[config.mk]
export PLATFORM = sky130hd
export DESIGN_NAME = stable_priority_queue_unit
export DESIGN_NICKNAME = d
export VERILOG_FILES = /design/src/hw/rtl/spq_pkg.sv /design/src/hw/rtl/spq_store.sv /design/src/hw/rtl/stable_priority_queue_unit.sv
export SDC_FILE = /design/constraint.sdc
export NUM_CORES = 1
export LEC_CHECK = 0
export ABC_AREA = 1
export CORE_MARGIN = 10
export CORE_UTILIZATION = 38
export CTS_BUF_LIST = sky130_fd_sc_hd__clkbuf_8 sky130_fd_sc_hd__clkbuf_16
export DETAILED_ROUTE_END_ITERATION = 10
export DONT_BUFFER_PORTS = 1
export GPL_TIMING_DRIVEN = 0
export PLACE_DENSITY = 0.51
export RECOVER_POWER = 50
export SLEW_MARGIN = 10
export SYNTH_ARGS = -nofsm -noshare
export SYNTH_HDL_FRONTEND = slang
export SYNTH_SLANG_ARGS = --single-unit
[constraint.sdc]
create_clock -name clk -period 10.6 [get_ports clk]
set_clock_uncertainty 0.1 [all_clocks]
set_input_delay 2.12 -clock clk [delete_from_list [all_inputs] [get_ports clk]]
set_output_delay 2.12 -clock clk [all_outputs]
set_load 0.01 [all_outputs]
[src/hw/rtl/spq_pkg.sv]
// shared types and constants for the stable priority queue
package spq_pkg;

    // default sizing
    localparam int SPQ_DEPTH       = 5;
    localparam int SPQ_PRIO_BITS   = 4;
    localparam int SPQ_TAG_BITS    = 16;
    localparam int SPQ_AGE_BITS    = 8;
    localparam int SPQ_CMD_BITS    = 2;
    localparam int SPQ_STATUS_BITS = 2;

    typedef enum logic [SPQ_CMD_BITS-1:0] {
        CMD_ENQUEUE = 2'd0,
        CMD_DEQUEUE = 2'd1,
        CMD_CLEAR   = 2'd2
    } spq_cmd_t;

    typedef enum logic [SPQ_STATUS_BITS-1:0] {
        STAT_DONE  = 2'd0,
        STAT_FULL  = 2'd1,
        STAT_EMPTY = 2'd2
    } spq_status_t;

    typedef enum logic [2:0] {
        S_IDLE,
        S_ENQ_READ,
        S_ENQ_CHECK,
        S_DEQ_DATA,
        S_DONE
    } spq_state_t;

    // controls from the sequencer to the entry store
    typedef struct packed {
        logic wr_en;
        logic head_advance;
    } spq_store_ctrl_t;

endpackage

[src/hw/rtl/spq_store.sv]
// circular entry store with a head pointer, one write and one registered read port
module spq_store #(
    parameter int DEPTH      = spq_pkg::SPQ_DEPTH,
    parameter int ENTRY_BITS = spq_pkg::SPQ_PRIO_BITS + spq_pkg::SPQ_AGE_BITS
                               + spq_pkg::SPQ_TAG_BITS,
    localparam int ADDR_BITS = (DEPTH > 1) ? $clog2(DEPTH) : 1
) (
    input  logic                         clk,
    input  logic                         rst_n,
    input  spq_pkg::spq_store_ctrl_t     ctrl,
    input  logic [ADDR_BITS-1:0]         rd_lidx,
    input  logic [ADDR_BITS-1:0]         wr_lidx,
    input  logic [ENTRY_BITS-1:0]        wr_data,
    output logic [ENTRY_BITS-1:0]        rd_data
);

    localparam logic [ADDR_BITS:0] DEPTH_V = (ADDR_BITS + 1)'(DEPTH);

    logic [ENTRY_BITS-1:0] mem [0:DEPTH-1];
    logic [ADDR_BITS-1:0]  head_reg;
    logic [ADDR_BITS-1:0]  head_next;
    logic [ADDR_BITS:0]    rd_sum;
    logic [ADDR_BITS:0]    wr_sum;
    logic [ADDR_BITS:0]    head_sum;
    logic [ADDR_BITS-1:0]  rd_addr;
    logic [ADDR_BITS-1:0]  wr_addr;
    logic [ENTRY_BITS-1:0] rd_data_reg;

    // logical slot to physical address, one wrap at most
    always_comb
    begin
        rd_sum   = {1'b0, head_reg} + {1'b0, rd_lidx};
        wr_sum   = {1'b0, head_reg} + {1'b0, wr_lidx};
        head_sum = {1'b0, head_reg} + (ADDR_BITS + 1)'(1);
        rd_sum   = (rd_sum >= DEPTH_V) ? rd_sum - DEPTH_V : rd_sum;
        wr_sum   = (wr_sum >= DEPTH_V) ? wr_sum - DEPTH_V : wr_sum;
        head_sum = (head_sum >= DEPTH_V) ? head_sum - DEPTH_V : head_sum;
        rd_addr  = rd_sum[ADDR_BITS-1:0];
        wr_addr  = wr_sum[ADDR_BITS-1:0];
        head_next = ctrl.head_advance ? head_sum[ADDR_BITS-1:0] : head_reg;
    end

    always_ff @(posedge clk or negedge rst_n)
    begin
        if (!rst_n)
        begin
            head_reg <= '0;
        end
        else
        begin
            head_reg <= head_next;
        end
    end

    always_ff @(posedge clk)
    begin
        if (ctrl.wr_en)
        begin
            mem[wr_addr] <= wr_data;
        end
        rd_data_reg <= mem[rd_addr];
    end

    assign rd_data = rd_data_reg;

endmodule

[src/hw/rtl/stable_priority_queue_unit.sv]
// stable priority queue: command sequencer, result register and stream ports
// sequence, from the accepted command to the registered result word: clear and the rejected
// or unused commands go straight to S_DONE, a dequeue passes through S_DEQ_DATA, an enqueue
// alternates S_ENQ_READ and S_ENQ_CHECK for each held entry with a larger priority, which
// moves back one slot, and writes the new entry from S_ENQ_CHECK, or from S_ENQ_READ when it
// lands at the head (empty queue included); S_DONE waits for a free output register
// commands: one at a time; the next is taken once the result is registered
// reset: rst_n asynchronous active low empties the queue; entry contents are not cleared
module stable_priority_queue_unit #(
    parameter int DEPTH      = spq_pkg::SPQ_DEPTH,
    parameter int PRIO_BITS  = spq_pkg::SPQ_PRIO_BITS,
    parameter int TAG_BITS   = spq_pkg::SPQ_TAG_BITS,
    localparam int AGE_BITS  = spq_pkg::SPQ_AGE_BITS,
    localparam int CNT_BITS  = $clog2(DEPTH + 1),
    localparam int ADDR_BITS = (DEPTH > 1) ? $clog2(DEPTH) : 1,
    localparam int IN_BITS   = TAG_BITS + AGE_BITS + PRIO_BITS,
    localparam int IN_W      = ((IN_BITS + 7) / 8) * 8,
    localparam int OUT_BITS  = CNT_BITS + TAG_BITS + AGE_BITS + PRIO_BITS,
    localparam int OUT_W     = ((OUT_BITS + 7) / 8) * 8
) (
    input  logic                              clk,
    input  logic                              rst_n,
    // command side
    input  logic                              s_axis_tvalid,
    output logic                              s_axis_tready,
    input  logic [IN_W-1:0]                   s_axis_tdata,  // entry_tag, entry_age, entry_priority, zero fill
    input  logic [spq_pkg::SPQ_CMD_BITS-1:0]  s_axis_tuser,  // command
    // result side
    output logic                              m_axis_tvalid,
    input  logic                              m_axis_tready,
    output logic [OUT_W-1:0]                  m_axis_tdata,  // occupancy, served_tag, served_age, served_priority, zero fill
    output logic [spq_pkg::SPQ_STATUS_BITS:0] m_axis_tuser   // status, served_valid
);

    localparam int ENTRY_BITS = PRIO_BITS + AGE_BITS + TAG_BITS;
    localparam logic [CNT_BITS-1:0] DEPTH_C = CNT_BITS'(DEPTH);

    spq_pkg::spq_state_t      state_reg, state_next;
    spq_pkg::spq_store_ctrl_t store_ctrl;
    spq_pkg::spq_cmd_t        cmd;

    logic [CNT_BITS-1:0]   count_reg, count_next;
    logic [CNT_BITS-1:0]   idx_reg, idx_next;
    logic [CNT_BITS-1:0]   idx_m1;

    // entry being enqueued
    logic [TAG_BITS-1:0]   new_tag_reg, new_tag_next;
    logic [AGE_BITS-1:0]   new_age_reg, new_age_next;
    logic [PRIO_BITS-1:0]  new_prio_reg, new_prio_next;

    // result under construction
    spq_pkg::spq_status_t  res_status_reg, res_status_next;
    logic                  res_valid_reg, res_valid_next;
    logic [TAG_BITS-1:0]   res_tag_reg, res_tag_next;
    logic [AGE_BITS-1:0]   res_age_reg, res_age_next;
    logic [PRIO_BITS-1:0]  res_prio_reg, res_prio_next;

    // output word register
    logic                  out_valid_reg, out_valid_next;
    logic                  out_load;
    spq_pkg::spq_status_t  out_status_reg;
    logic                  out_served_reg;
    logic [CNT_BITS-1:0]   out_count_reg;
    logic [TAG_BITS-1:0]   out_tag_reg;
    logic [AGE_BITS-1:0]   out_age_reg;
    logic [PRIO_BITS-1:0]  out_prio_reg;

    // entry store interface
    logic [ADDR_BITS-1:0]  rd_lidx;
    logic [ADDR_BITS-1:0]  wr_lidx;
    logic [ENTRY_BITS-1:0] wr_data;
    logic [ENTRY_BITS-1:0] rd_data;
    logic [PRIO_BITS-1:0]  rd_prio;
    logic [AGE_BITS-1:0]   rd_age;
    logic [TAG_BITS-1:0]   rd_tag;
    logic                  in_accept;

    assign cmd       = spq_pkg::spq_cmd_t'(s_axis_tuser);
    assign in_accept = s_axis_tvalid && s_axis_tready;
    assign idx_m1    = idx_reg - 1'b1;

    // stored word layout: tag low, then age, then priority
    assign rd_tag  = rd_data[TAG_BITS-1:0];
    assign rd_age  = rd_data[TAG_BITS +: AGE_BITS];
    assign rd_prio = rd_data[TAG_BITS + AGE_BITS +: PRIO_BITS];

    spq_store #(
        .DEPTH      (DEPTH),
        .ENTRY_BITS (ENTRY_BITS)
    ) u_store (
        .clk     (clk),
        .rst_n   (rst_n),
        .ctrl    (store_ctrl),
        .rd_lidx (rd_lidx),
        .wr_lidx (wr_lidx),
        .wr_data (wr_data),
        .rd_data (rd_data)
    );

    // sequencer
    always_comb
    begin
        state_next      = state_reg;
        count_next      = count_reg;
        idx_next        = idx_reg;
        new_tag_next    = new_tag_reg;
        new_age_next    = new_age_reg;
        new_prio_next   = new_prio_reg;
        res_status_next = res_status_reg;
        res_valid_next  = res_valid_reg;
        res_tag_next    = res_tag_reg;
        res_age_next    = res_age_reg;
        res_prio_next   = res_prio_reg;
        store_ctrl      = '0;
        // idle keeps the head slot on the read port so a dequeue finds it next cycle
        rd_lidx         = '0;
        wr_lidx         = idx_reg[ADDR_BITS-1:0];
        wr_data         = {new_prio_reg, new_age_reg, new_tag_reg};
        out_load        = 1'b0;

        unique case (state_reg)
            spq_pkg::S_IDLE:
            begin
                if (in_accept)
                begin
                    new_tag_next    = s_axis_tdata[TAG_BITS-1:0];
                    new_age_next    = s_axis_tdata[TAG_BITS +: AGE_BITS];
                    new_prio_next   = s_axis_tdata[TAG_BITS + AGE_BITS +: PRIO_BITS];
                    res_status_next = spq_pkg::STAT_DONE;
                    res_valid_next  = 1'b0;
                    res_tag_next    = '0;
                    res_age_next    = '0;
                    res_prio_next   = '0;
                    state_next      = spq_pkg::S_DONE;
                    unique case (cmd)
                        spq_pkg::CMD_ENQUEUE:
                        begin
                            if (count_reg >= DEPTH_C)
                            begin
                                res_status_next = spq_pkg::STAT_FULL;
                            end
                            else
                            begin
                                // walk from the tail towards the head
                                idx_next   = count_reg;
                                state_next = spq_pkg::S_ENQ_READ;
                            end
                        end
                        spq_pkg::CMD_DEQUEUE:
                        begin
                            if (count_reg == '0)
                            begin
                                res_status_next = spq_pkg::STAT_EMPTY;
                            end
                            else
                            begin
                                state_next = spq_pkg::S_DEQ_DATA;
                            end
                        end
                        spq_pkg::CMD_CLEAR:
                        begin
                            if (count_reg == '0)
                            begin
                                res_status_next = spq_pkg::STAT_EMPTY;
                            end
                            else
                            begin
                                count_next = '0;
                            end
                        end
                        default:
                        begin
                            // unused code: no change, done status
                        end
                    endcase
                end
            end

            spq_pkg::S_ENQ_READ:
            begin
                if (idx_reg == '0)
                begin
                    // reached the head: new entry goes in front
                    store_ctrl.wr_en = 1'b1;
                    count_next       = count_reg + 1'b1;
                    state_next       = spq_pkg::S_DONE;
                end
                else
                begin
                    rd_lidx    = idx_m1[ADDR_BITS-1:0];
                    state_next = spq_pkg::S_ENQ_CHECK;
                end
            end

            spq_pkg::S_ENQ_CHECK:
            begin
                store_ctrl.wr_en = 1'b1;
                if (rd_prio > new_prio_reg)
                begin
                    // larger priority moves back one slot
                    wr_data    = rd_data;
                    idx_next   = idx_m1;
                    state_next = spq_pkg::S_ENQ_READ;
                end
                else
                begin
                    // equal or smaller stays ahead: insert behind it
                    count_next = count_reg + 1'b1;
                    state_next = spq_pkg::S_DONE;
                end
            end

            spq_pkg::S_DEQ_DATA:
            begin
                res_valid_next          = 1'b1;
                res_tag_next            = rd_tag;
                res_age_next            = rd_age;
                res_prio_next           = rd_prio;
                store_ctrl.head_advance = 1'b1;
                count_next              = count_reg - 1'b1;
                state_next              = spq_pkg::S_DONE;
            end

            spq_pkg::S_DONE:
            begin
                if (!out_valid_reg || m_axis_tready)
                begin
                    out_load   = 1'b1;
                    state_next = spq_pkg::S_IDLE;
                end
            end

            default:
            begin
                state_next = spq_pkg::S_IDLE;
            end
        endcase

        if (out_load)
        begin
            out_valid_next = 1'b1;
        end
        else if (m_axis_tready)
        begin
            out_valid_next = 1'b0;
        end
        else
        begin
            out_valid_next = out_valid_reg;
        end
    end

    // control state
    always_ff @(posedge clk or negedge rst_n)
    begin
        if (!rst_n)
        begin
            state_reg     <= spq_pkg::S_IDLE;
            count_reg     <= '0;
            idx_reg       <= '0;
            out_valid_reg <= 1'b0;
        end
        else
        begin
            state_reg     <= state_next;
            count_reg     <= count_next;
            idx_reg       <= idx_next;
            out_valid_reg <= out_valid_next;
        end
    end

    // payload
    always_ff @(posedge clk)
    begin
        new_tag_reg    <= new_tag_next;
        new_age_reg    <= new_age_next;
        new_prio_reg   <= new_prio_next;
        res_status_reg <= res_status_next;
        res_valid_reg  <= res_valid_next;
        res_tag_reg    <= res_tag_next;
        res_age_reg    <= res_age_next;
        res_prio_reg   <= res_prio_next;
        if (out_load)
        begin
            out_status_reg <= res_status_reg;
            out_served_reg <= res_valid_reg;
            out_count_reg  <= count_reg;
            out_tag_reg    <= res_tag_reg;
            out_age_reg    <= res_age_reg;
            out_prio_reg   <= res_prio_reg;
        end
    end

    assign s_axis_tready = (state_reg == spq_pkg::S_IDLE);
    assign m_axis_tvalid = out_valid_reg;
    assign m_axis_tdata  = OUT_W'({out_prio_reg, out_age_reg, out_tag_reg, out_count_reg});
    assign m_axis_tuser  = {out_served_reg, out_status_reg};

    // occupancy never passes the depth
    a_count_bound: assert property (@(posedge clk) disable iff (!rst_n)
        count_reg <= DEPTH_C)
        else $error("occupancy above depth");

    // an insertion walk only runs with a free slot
    a_enq_room: assert property (@(posedge clk) disable iff (!rst_n)
        (state_reg == spq_pkg::S_ENQ_READ || state_reg == spq_pkg::S_ENQ_CHECK)
        |-> count_reg < DEPTH_C)
        else $error("insertion walk on a full queue");

    // a served head always removes exactly one entry
    a_deq_count: assert property (@(posedge clk) disable iff (!rst_n)
        state_reg == spq_pkg::S_DEQ_DATA |=> count_reg == $past(count_reg) - 1'b1)
        else $error("dequeue did not drop occupancy by one");

    // a served entry comes only with a done status
    a_served_status: assert property (@(posedge clk) disable iff (!rst_n)
        (m_axis_tvalid && out_served_reg) |-> out_status_reg == spq_pkg::STAT_DONE)
        else $error("served entry with a reject status");

    // the walk index never points beyond the entries held
    a_idx_bound: assert property (@(posedge clk) disable iff (!rst_n)
        (state_reg == spq_pkg::S_ENQ_READ || state_reg == spq_pkg::S_ENQ_CHECK)
        |-> idx_reg <= count_reg)
        else $error("insertion index beyond occupancy");

endmodule

==> results.ini, run 1 <==
[clock_tree]
cts_resized=0
postCtsHoldBufs=0
tritoncts=yes
postCtsSetupRepairBufs=0
clk_pin_slew_worst_paths_ns=0.06
h-tree-depth=1
cts_sinks=274
clk_path_buf_depth=3
worstSkewPairLatency_ns=0.54
cts_root_buf=clkbuf_16
cts_inserted_buffers=29

[min_path]
min_to=out_age_reg[7]
hold_class=register to register
worstHoldPathCells=0
worstHoldStart=res_age_reg[7]

[detailed_routing]
wl_per_cell_um=18.9
viasPerCell=4.89
dr.pass1.iters=5
drcViolationCount=0
drt-initial-drc-count=502
ant_nets=0
via_count=6507
drt_wl_total_um=25200

[timing]
slew_headroom=-0.113
layout_setup_ws_ns=6.62
setup_violations=0
hold_violations=0
finalCritPeriodShare=0.375
worstMarginPinSlew_ns=1.66
fmax_mhz=251
rsz0062_at_grt=no
drv_slew=47
min_period_ns=3.98
setup_tns_ns=0

[power]
power_density_nw_per_um2=259
vdd_drop_max_v=0.000154
leakagePower_nw=4.80

[worst_setup_path]
worst-r2r-setup-slack_ns=6.62
critPathMaxStageDelay_ns=0.59
reg2regPathDepth=12
critPathMaxFanout=8
startpoint_type=register
end_kind=register
reg2reg_from=u_store.head_reg[0]
cp.required_ns=10.74
critPathBufInv=4
arrival_ns=4.12
critical_path_class=register to register
cp_top_family=simple AND/OR/NAND/NOR gates
r2r_end=u_store.mem[0][18]
slowest_stage=nor3_2
crit_chain=ha_1, inv_1, fa_1, ha_1, inv_1, o21ai_0, nand2_1, o21ai_0, nand2_1, nor3_2, buf_6, buf_4

[synthesis]
yosysSeqAreaShare=0.719
ys.warnings.count=0
synth-edff-count=233
syn_area_per_cell_um2=12.5
synthCells=879
async_flop_share=0.0474
synth_ff_type=edfxtp_1
syn_nets=942
synth_area_um2=11000
synthDistinctLibCells=34
ys_seq_elements=274

[grt]
first_global_vias=6391
grt_pass1_wl_um=38700
grt_max_degree=33
antenna_found_initial=1
track_usage=0.139
gr-total-overflow=0

[layout]
drive_gt1_frac=0.114
area_growth_pct=13.9
finish.utilization=0.437
final_common_cell=edfxtp_1
largest_register_ffs=140
final_cell_mix=edfxtp_1 (233), nand3_1 (179), nand2_1 (153)
fin_nets=985

[floorplan]
die_y_um=190
die_w_um=190
fp-row-count=62
ios=75
core_area_um2=28500
die-area_um2=36000
initial_utilization=0.384

[status]
status=finished with violations
violations=max-capacitance violations, max-slew violations

[place]
pre_cts_ws_ns=6.66
port-buffer-count=0
place.gp.congestion=0.782
hpwl_um=17000

[job]
drv_cap=2

how the worst max path moves through the flow:
stage	slack, ns	from	endpoint	cells past startpoint
3_3_place_gp	4.00	u_store.head_reg[0]	u_store.mem[2][11]	10
5_1_grt	6.47	u_store.head_reg[0]	u_store.mem[0][18]	12
2_1_floorplan	5.80	s_axis_tvalid	res_age_reg[0]	2
4_1_cts	6.63	u_store.head_reg[0]	u_store.mem[0][18]	12
6_report	6.62	u_store.head_reg[0]	u_store.mem[0][18]	12
3_5_place_dp	6.66	u_store.head_reg[0]	u_store.mem[0][18]	12
layer usage:
layer	wire, um	track usage	share of wire	vias to the layer above
met1	11400	0.193	0.45	3116
met2	11600	0.219	0.46	190
met4	445	0.0403	0.018	0
li1	-	-	-	3165
met3	1690	0.0253	0.067	36
met5	0	0	0	-
Yosys cell counts, types with 2 or more instances:
cell / count / share of area
xnor2_1: 3 / 0.0024
inv_1: 68 / 0.023
nand3_2: 3 / 0.0027
o21ai_4: 2 / 0.0030
edfxtp_1: 233 / 0.64
buf_6: 7 / 0.0072
nand3_1: 178 / 0.081
ha_1: 22 / 0.025
nor2_1: 49 / 0.017
xor2_1: 5 / 0.0040
a21oi_1: 10 / 0.0046
fa_1: 3 / 0.0055
clkbuf_1: 8 / 0.0027
buf_4: 13 / 0.0089
nand2_1: 153 / 0.052
o21ai_0: 46 / 0.021
dfxtp_1: 28 / 0.051
buf_2: 9 / 0.0041
nand2_2: 7 / 0.0040
nor2_2: 2 / 0.0011
dfrtp_1: 13 / 0.030
nor3_1: 4 / 0.0018
inv_2: 2 / 0.00069
logic make-up (layout without fill, tap and decap cells):
logic type,Yosys count,count (layout),synth area share
other,1,2,0.000342
buffers and inverters,109,175,0.0478
XOR/XNOR,8,8,0.00639
flip-flops,274,274,0.719
AND/OR/NAND/NOR,402,402,0.166
adder cells (fa/ha/maj),25,25,0.0306
AO/OA/AOI/OAI,60,60,0.0299
per-stage QoR:
| step | power [W] | hold slack, ns | area, um2 | instances |
|---|---|---|---|---|
| floorplan | 0.00207 | 0.300 | 11000 | 879 |
| global placement | 0.00233 | 0.301 | 11400 | 1263 |
| detailed placement | 0.00238 | 0.305 | 11700 | 1275 |
| CTS | 0.00329 | 0.316 | 12500 | 1329 |
| global route | 0.00344 | 0.321 | 12500 | 1329 |
| finish | 0.00324 | 0.318 | 12500 | 1330 |
layout make-up:
cell class	count	area, um2
Antenna cell	1	2.50
Buffer	38	255
Clock buffer	29	726
Clock inverter	25	130
Fill cell	2650	16100
Inverter	71	269
Multi-Input combinational cell	496	2580
Sequential cell	274	7880
Tap cell	384	480
Timing Repair Buffer	12	159
worst reg2reg max path, stage by stage (launching register included):
cell and delay, ns:
dfrtp_1 0.47, ha_1 0.22, inv_1 0.05, fa_1 0.54, ha_1 0.16, inv_1 0.05
o21ai_0 0.20, nand2_1 0.18, o21ai_0 0.47, nand2_1 0.22, nor3_2 0.59, buf_6 0.24
buf_4 0.18
report_power, final:
group	switching (W)	total (W)	internal, W
logic	0.000576	0.000819	0.000243
clock network	0.000407	0.000905	0.000498
registers	0.0000806	0.00151	0.00143
Note: power is estimated with default switching activity, not from simulation.
==> run 2, diff against run 1 <==
==> constraint.sdc (replaced) <==
create_clock -name clk -period 3.7 [get_ports clk]
set_clock_uncertainty 0.1 [all_clocks]
set_input_delay 0.74 -clock clk [delete_from_list [all_inputs] [get_ports clk]]
set_output_delay 0.74 -clock clk [all_outputs]
set_load 0.01 [all_outputs]
==> run 2 against run 1 <==
Sequential share of layout area shrank 0.98 points. Sequential cell count is the same. Cell area grew 1.6%. Hold slack worse by 0.12 ns. Power grew to 2.9 times the previous value. Highest routed layer unchanged. Global-route usage fell by 0.29 points. Maximum frequency up 14%. The flow still finishes with violations (max-capacitance violations, max-slew violations). First-iteration DRC count down 2.4%.
==> results.ini, run 2 (synthesized netlist as in run 1, its figures left out) <==
[status]
status=finished with violations
violations=max-capacitance violations, max-slew violations

[clock_tree]
clk_pin_slew_worst_paths_ns=0.06  ; about the same
tritoncts=yes
h-tree-depth=1  ; unchanged
cts_root_buf=clkbuf_16
clk_path_buf_depth=3  ; unchanged
cts_sinks=274  ; unchanged
cts_inserted_buffers=29  ; unchanged
worstSkewPairLatency_ns=0.53  ; about the same

[floorplan]
die_w_um=190  ; unchanged
core_area_um2=28500  ; unchanged
die_y_um=190  ; unchanged
initial_utilization=0.384  ; unchanged
die-area_um2=36000  ; unchanged
fp-row-count=62  ; unchanged
ios=75  ; unchanged

[place]
place.gp.congestion=0.772  ; -1.2%
dpl_cell_area_um2=11700  ; +0.27%
hpwl_um=16700  ; -1.7%
dp.cells=1273  ; -0.16%
port-buffer-count=0  ; unchanged

[detailed_routing]
wl_per_cell_um=18.6  ; -1.9%
drt_wl_total_um=24900  ; -1.4%
via_count=6463  ; -0.68%
ant_nets=0  ; unchanged
dr.pass1.iters=5  ; unchanged
drt-initial-drc-count=490  ; -2.4%
drcViolationCount=0  ; unchanged
viasPerCell=4.83  ; -1.2%

[timing]
rsz0062_at_grt=yes
fmax_mhz=287  ; +14%
finalCritPeriodShare=0.943  ; +0.567
hold_ws_ns=0.195  ; -0.124 ns
slew_headroom=-0.244  ; -0.131
drv_slew=51  ; +8.5%
worstMarginPinSlew_ns=1.86  ; +0.196 ns
min_period_ns=3.49  ; -0.492 ns
setup_violations=0  ; unchanged
hold_violations=0  ; unchanged

[worst_setup_path]
critPathMaxStageDelay_ns=0.58  ; about the same
critPathMaxFanout=10  ; +2
slowest_stage=fa_2
cp.required_ns=4.03  ; -6.71 ns
crit_chain=inv_1, ha_1, inv_1, nor2_1, nor2_1, inv_1, nor2_1, ha_1, fa_2, inv_2, ha_1, nand2_1, nand3_2, nand2_4, nand2_2, buf_6, buf_4, nand3_1, nand3_1, nand3_1, nand2_1
critPathBufInv=6  ; +2
end_kind=register
cp_top_family=adder cells
arrival_ns=3.82  ; -0.30 ns
critical_path_class=register to register
startpoint_type=register

[min_path]
hold_class=input pin to register

[layout]
area_growth_pct=15.7
largest_register_ffs=140  ; unchanged
fin_nets=991  ; +0.61%
final_cell_mix=edfxtp_1 (233), nand3_1 (178), nand2_1 (154)
regArea_um2=7880  ; unchanged
multi_input_area_um2=2610  ; +1.1%
fin_area_um2=12700  ; +1.6%
drive_gt1_frac=0.118  ; +0.00349
final_common_cell=edfxtp_1
final_cells=1337  ; +0.53%
nFillCells=2608  ; -1.6%

[grt]
track_usage=0.136  ; -0.00287
grt_pass1_wl_um=38100  ; -1.6%
antenna_found_initial=1  ; unchanged
gr-total-overflow=0  ; unchanged
grt_max_degree=34  ; +3.0%
first_global_vias=6390  ; -0.016%

[power]
vdd_drop_max_v=0.000424  ; +180%
totalPowerFinal_w=0.00950  ; +190%
power_density_nw_per_um2=749  ; +190%
leakagePower_nw=4.89  ; +1.9%

[job]
drv_cap=2  ; unchanged

==> run 2: path summary, 6_finish.rpt <==
check	endpoint	cells after the start	slack [ns]	from
setup / recovery	u_store.rd_data[19]	21	0.21	idx_reg[0]
hold / removal	new_tag_reg[9]	0	0.19	s_axis_tdata[9]
setup reg to reg	u_store.rd_data[19]	21	0.21	idx_reg[0]
hold reg to reg	out_tag_reg[0]	0	0.32	res_tag_reg[0]
max in group asynchronous	count_reg[1]	1	2.52	rst_n
min in group asynchronous	idx_reg[1]	1	0.56	rst_n
==> run 2: worst register-to-register path, delay by kind of cell, from the launching register on <==
family                   cells  cell delay, ns
adder cells (fa/ha/maj)      4            1.13
AND/OR/NAND/NOR             11            1.06
buffers and inverters        6            0.70
flip-flops                   1            0.39
==> run 2: timing repair <==
action / CTS / global route
hold buffers: 1 / 0
pin swaps: 3 / 3
endpoints found under the setup margin: 61 / 89
buffers inserted: 4 / 3
gates resized for setup: 2 / 10
hold endpoints to repair: 13 / 0
cloned: 0 / 0
==> run 2: area by class of cell <==
class,instances,share of cell area
repair buffers,18,0.0199
diodes,2,0.000395
clock buffers,32,0.0605
inverters,71,0.0212
well taps,384,0.0379
clock inverters,22,0.0125
plain buffers,38,0.0204
multi-input cells,496,0.206
flip-flops and latches,274,0.622
==> run 2: stage by stage <==
| step | TNS [ns] | utilization | setup slack [ns] |
|---|---|---|---|
| 6_report | 0 | 0.444 | 0.212 |
| 5_1_grt | -0.766 | 0.444 | -0.0303 |
| 4_1_cts | 0 | 0.444 | 0.000594 |
| 3_5_place_dp | -4.79 | 0.411 | -0.289 |
| 3_3_place_gp | -208.42 | 0.401 | -1.53 |
| 2_1_floorplan | -4.87 | - | -0.0888 |
==> run 2: routing by layer <==
metal  GRT usage  vias to the layer above  wire, um  share of wire
li1            -                     3178         -              -
met1       0.187                     3077     11400           0.46
met2       0.215                      176     11400           0.46
met3      0.0293                       32      1620          0.065
met4      0.0366                        0       427          0.017
met5           0                        -         0              0
==> run 2: report_power, final <==
group	total, W	switching, W	internal (W)
Combinational	0.00239	0.00167	0.000722
Clock	0.00277	0.00115	0.00162
Sequential	0.00435	0.000241	0.00411
Total	0.00950	0.00305	0.00645
==> run 3, diff against run 2 <==
--- a/config.mk
+++ b/config.mk
@@ -14,6 +14,7 @@
 export GPL_TIMING_DRIVEN = 0
 export PLACE_DENSITY = 0.51
 export RECOVER_POWER = 50
+export REMOVE_ABC_BUFFERS = 1
 export SLEW_MARGIN = 10
 export SYNTH_ARGS = -nofsm -noshare
 export SYNTH_HDL_FRONTEND = slang
==> constraint.sdc (replaced) <==
create_clock -name clk -period 3.7 [get_ports clk]
set_clock_uncertainty 0.1 [all_clocks]
set_input_delay 0.74 -clock clk [delete_from_list [all_inputs] [get_ports clk]]
set_output_delay 0.74 -clock clk [all_outputs]
set_load 0.05 [all_outputs]
==> run 3 against run 2 <==
The flow still finishes with violations (max-capacitance violations, max-slew violations). Combinational power increased by 14%. Critical endpoint is now u_store.rd_data[15]. Largest cell class unchanged. Sequential power increased by 7.8%. Largest power group unchanged. Via count increased by 4.1%. Utilization increased by 1.7 points. First-iteration DRC count decreased by 1.6%. Sequential cell count unchanged. Sequential share of layout area decreased by 2.3 points. Clock-buffer cell count increased by 4. Die area unchanged. Highest routed layer unchanged. Power increased by 8.5%.
==> results.ini, run 3 (synthesized netlist as in run 1, its figures left out) <==
[timing]
drv_slew=32  ; -37%
slew_headroom=-0.191  ; +0.0528
finalCritPeriodShare=0.969  ; +0.0263
setup_violations=0  ; unchanged
min_period_ns=3.59  ; +0.0975 ns
setup_tns_ns=0  ; unchanged
fmax_mhz=279  ; -2.7%
hold_ws_ns=0.184  ; -0.0103 ns
hold_violations=0  ; unchanged
worstMarginPinSlew_ns=1.78  ; -0.0843 ns

[grt]
first_global_vias=6558  ; +2.6%
track_usage=0.140  ; +0.00369
grt_max_degree=61  ; +79%
antenna_found_initial=0  ; -1
grt_pass1_wl_um=39200  ; +2.9%
gr-total-overflow=0  ; unchanged

[detailed_routing]
wl_met3_um=1740  ; +7.1%
via_count=6730  ; +4.1%
wl_met2_um=12800  ; +13%
dr.pass1.iters=5  ; unchanged
wl_per_cell_um=20.2  ; +8.5%
drt_wl_total_um=27100  ; +9.1%
drt-initial-drc-count=482  ; -1.6%
maxUsedRoutingLayer=met4
met1_length_um=12000  ; +5.3%
ant_nets=0  ; unchanged
drcViolationCount=0  ; unchanged
viasPerCell=5.01  ; +3.6%

[layout]
area_growth_pct=20.2
largest_register_ffs=140  ; unchanged
final_common_cell=edfxtp_1
fin_nets=999  ; +0.81%
num_antenna_cells=0  ; -2
drive_gt1_frac=0.145  ; +0.0270
final_cell_mix=edfxtp_1 (233), nand3_1 (177), nand2_1 (154)

[min_path]
worstHoldStart=m_axis_tready
hold_class=input pin to register

[clock_tree]
clk_pin_slew_worst_paths_ns=0.06  ; about the same
clk_path_buf_depth=3  ; unchanged
h-tree-depth=1  ; unchanged
worstSkewPairLatency_ns=0.54  ; about the same
cts_inserted_buffers=30  ; +3.4%
tritoncts=yes
cts_sinks=274  ; unchanged
cts_root_buf=clkbuf_16

[power]
pwr-share-clk=0.280  ; -0.011
power_density_nw_per_um2=783  ; +4.5%
comb_power_share=0.265  ; +0.014
p_switching_w=0.00361  ; +18%
leakagePower_nw=5.10  ; +4.2%
vdd_drop_max_v=0.000341  ; -19%
switching_share=0.350  ; +0.0291
seqPwrFrac=0.455  ; -0.003
p_int_w=0.00670  ; +3.9%

[worst_setup_path]
cp.required_ns=4.04  ; about the same
arrival_ns=3.92  ; +0.10 ns
critical_path_class=register to register
end_kind=register
startpoint=idx_reg[0]
worst-r2r-setup-slack_ns=0.11  ; -0.10 ns
startpoint_type=register
reg2reg_from=idx_reg[0]
critPathMaxFanout=9  ; -1

[status]
violations=max-capacitance violations, max-slew violations
status=finished with violations

[place]
hpwl_um=14300  ; -14%
place.gp.congestion=0.726  ; -6.0%
port-buffer-count=0  ; unchanged

[floorplan]
initial_utilization=0.384  ; unchanged
fp-row-count=62  ; unchanged
die_w_um=190  ; unchanged
core_area_um2=28500  ; unchanged
die-area_um2=36000  ; unchanged
die_y_um=190  ; unchanged
ios=75  ; unchanged

[job]
drv_cap=2  ; unchanged

run 3: metal layers:
| layer | GRT usage | vias to the layer above |
|---|---|---|
| met1 | 0.186 | 3285 |
| met3 | 0.0308 | 35 |
| met4 | 0.0388 | 0 |
| li1 | - | 3226 |
| met2 | 0.227 | 184 |
| met5 | 0 | - |
run 3: layout make-up:
class                   instances  area [um2]
fillers                      2582       15400
flip-flops and latches        274        7880
multi-input cells             508        2930
clock buffers                  36         845
repair buffers                 51         613
well taps                     384         480
inverters                      71         290
clock inverters                20         130
run 3: path summary, 6_finish.rpt:
path | end | cells after the start
min in group asynchronous | m_axis_tvalid | 1
hold / removal | m_axis_tvalid | 1
setup / recovery | u_store.rd_data[15] | 20
hold reg to reg | out_status_reg[0] | 0
setup reg to reg | u_store.rd_data[15] | 20
max in group asynchronous | u_store.head_reg[0] | 1
run 3: power groups by stage:
stage               Clock, W  Combinational [W]  Sequential, W
floorplan                  0            0.00148        0.00470
global placement           0            0.00208        0.00479
detailed placement         0            0.00228        0.00475
CTS                  0.00296            0.00251        0.00469
global route         0.00309            0.00303        0.00475
finish               0.00289            0.00273        0.00469
run 3: critical path: stages (launching register included):
cell	delay [ns]
dfrtp_1	0.43
inv_2	0.09
ha_1	0.14
inv_1	0.05
nor2_1	0.08
nor2_1	0.06
inv_2	0.11
nor2_4	0.05
ha_4	0.46
clkinvlp_4	0.32
ha_2	0.27
nand2_1	0.11
nand3_4	0.22
nand2_8	0.17
buf_8	0.14
nand2_4	0.09
o21ai_4	0.12
clkbuf_16	0.21
nand3_1	0.09
nand3_1	0.09
nand2_1	0.05
run 3: repair_timing:
action                                 4_1_cts  5_1_grt
hold buffers                                 1        0
gates cloned                                 6        8
pin swaps                                   10       12
setup buffers                               16       17
setup endpoints to repair                   94       96
endpoints found under the hold margin       13        0
resized for setup                           18       30
run 3: stage by stage:
step	area, um2	setup WS, ns	total power (W)	utilization	cells
CTS	12800	0.0250	0.0102	0.450	1319
global placement	11200	-2.92	0.00687	0.392	1225
global route	13200	-0.0297	0.0109	0.461	1344
detailed placement	11500	-1.35	0.00703	0.404	1240
finish	13200	0.115	0.0103	0.461	1344
floorplan	10700	-0.832	0.00618	-	841
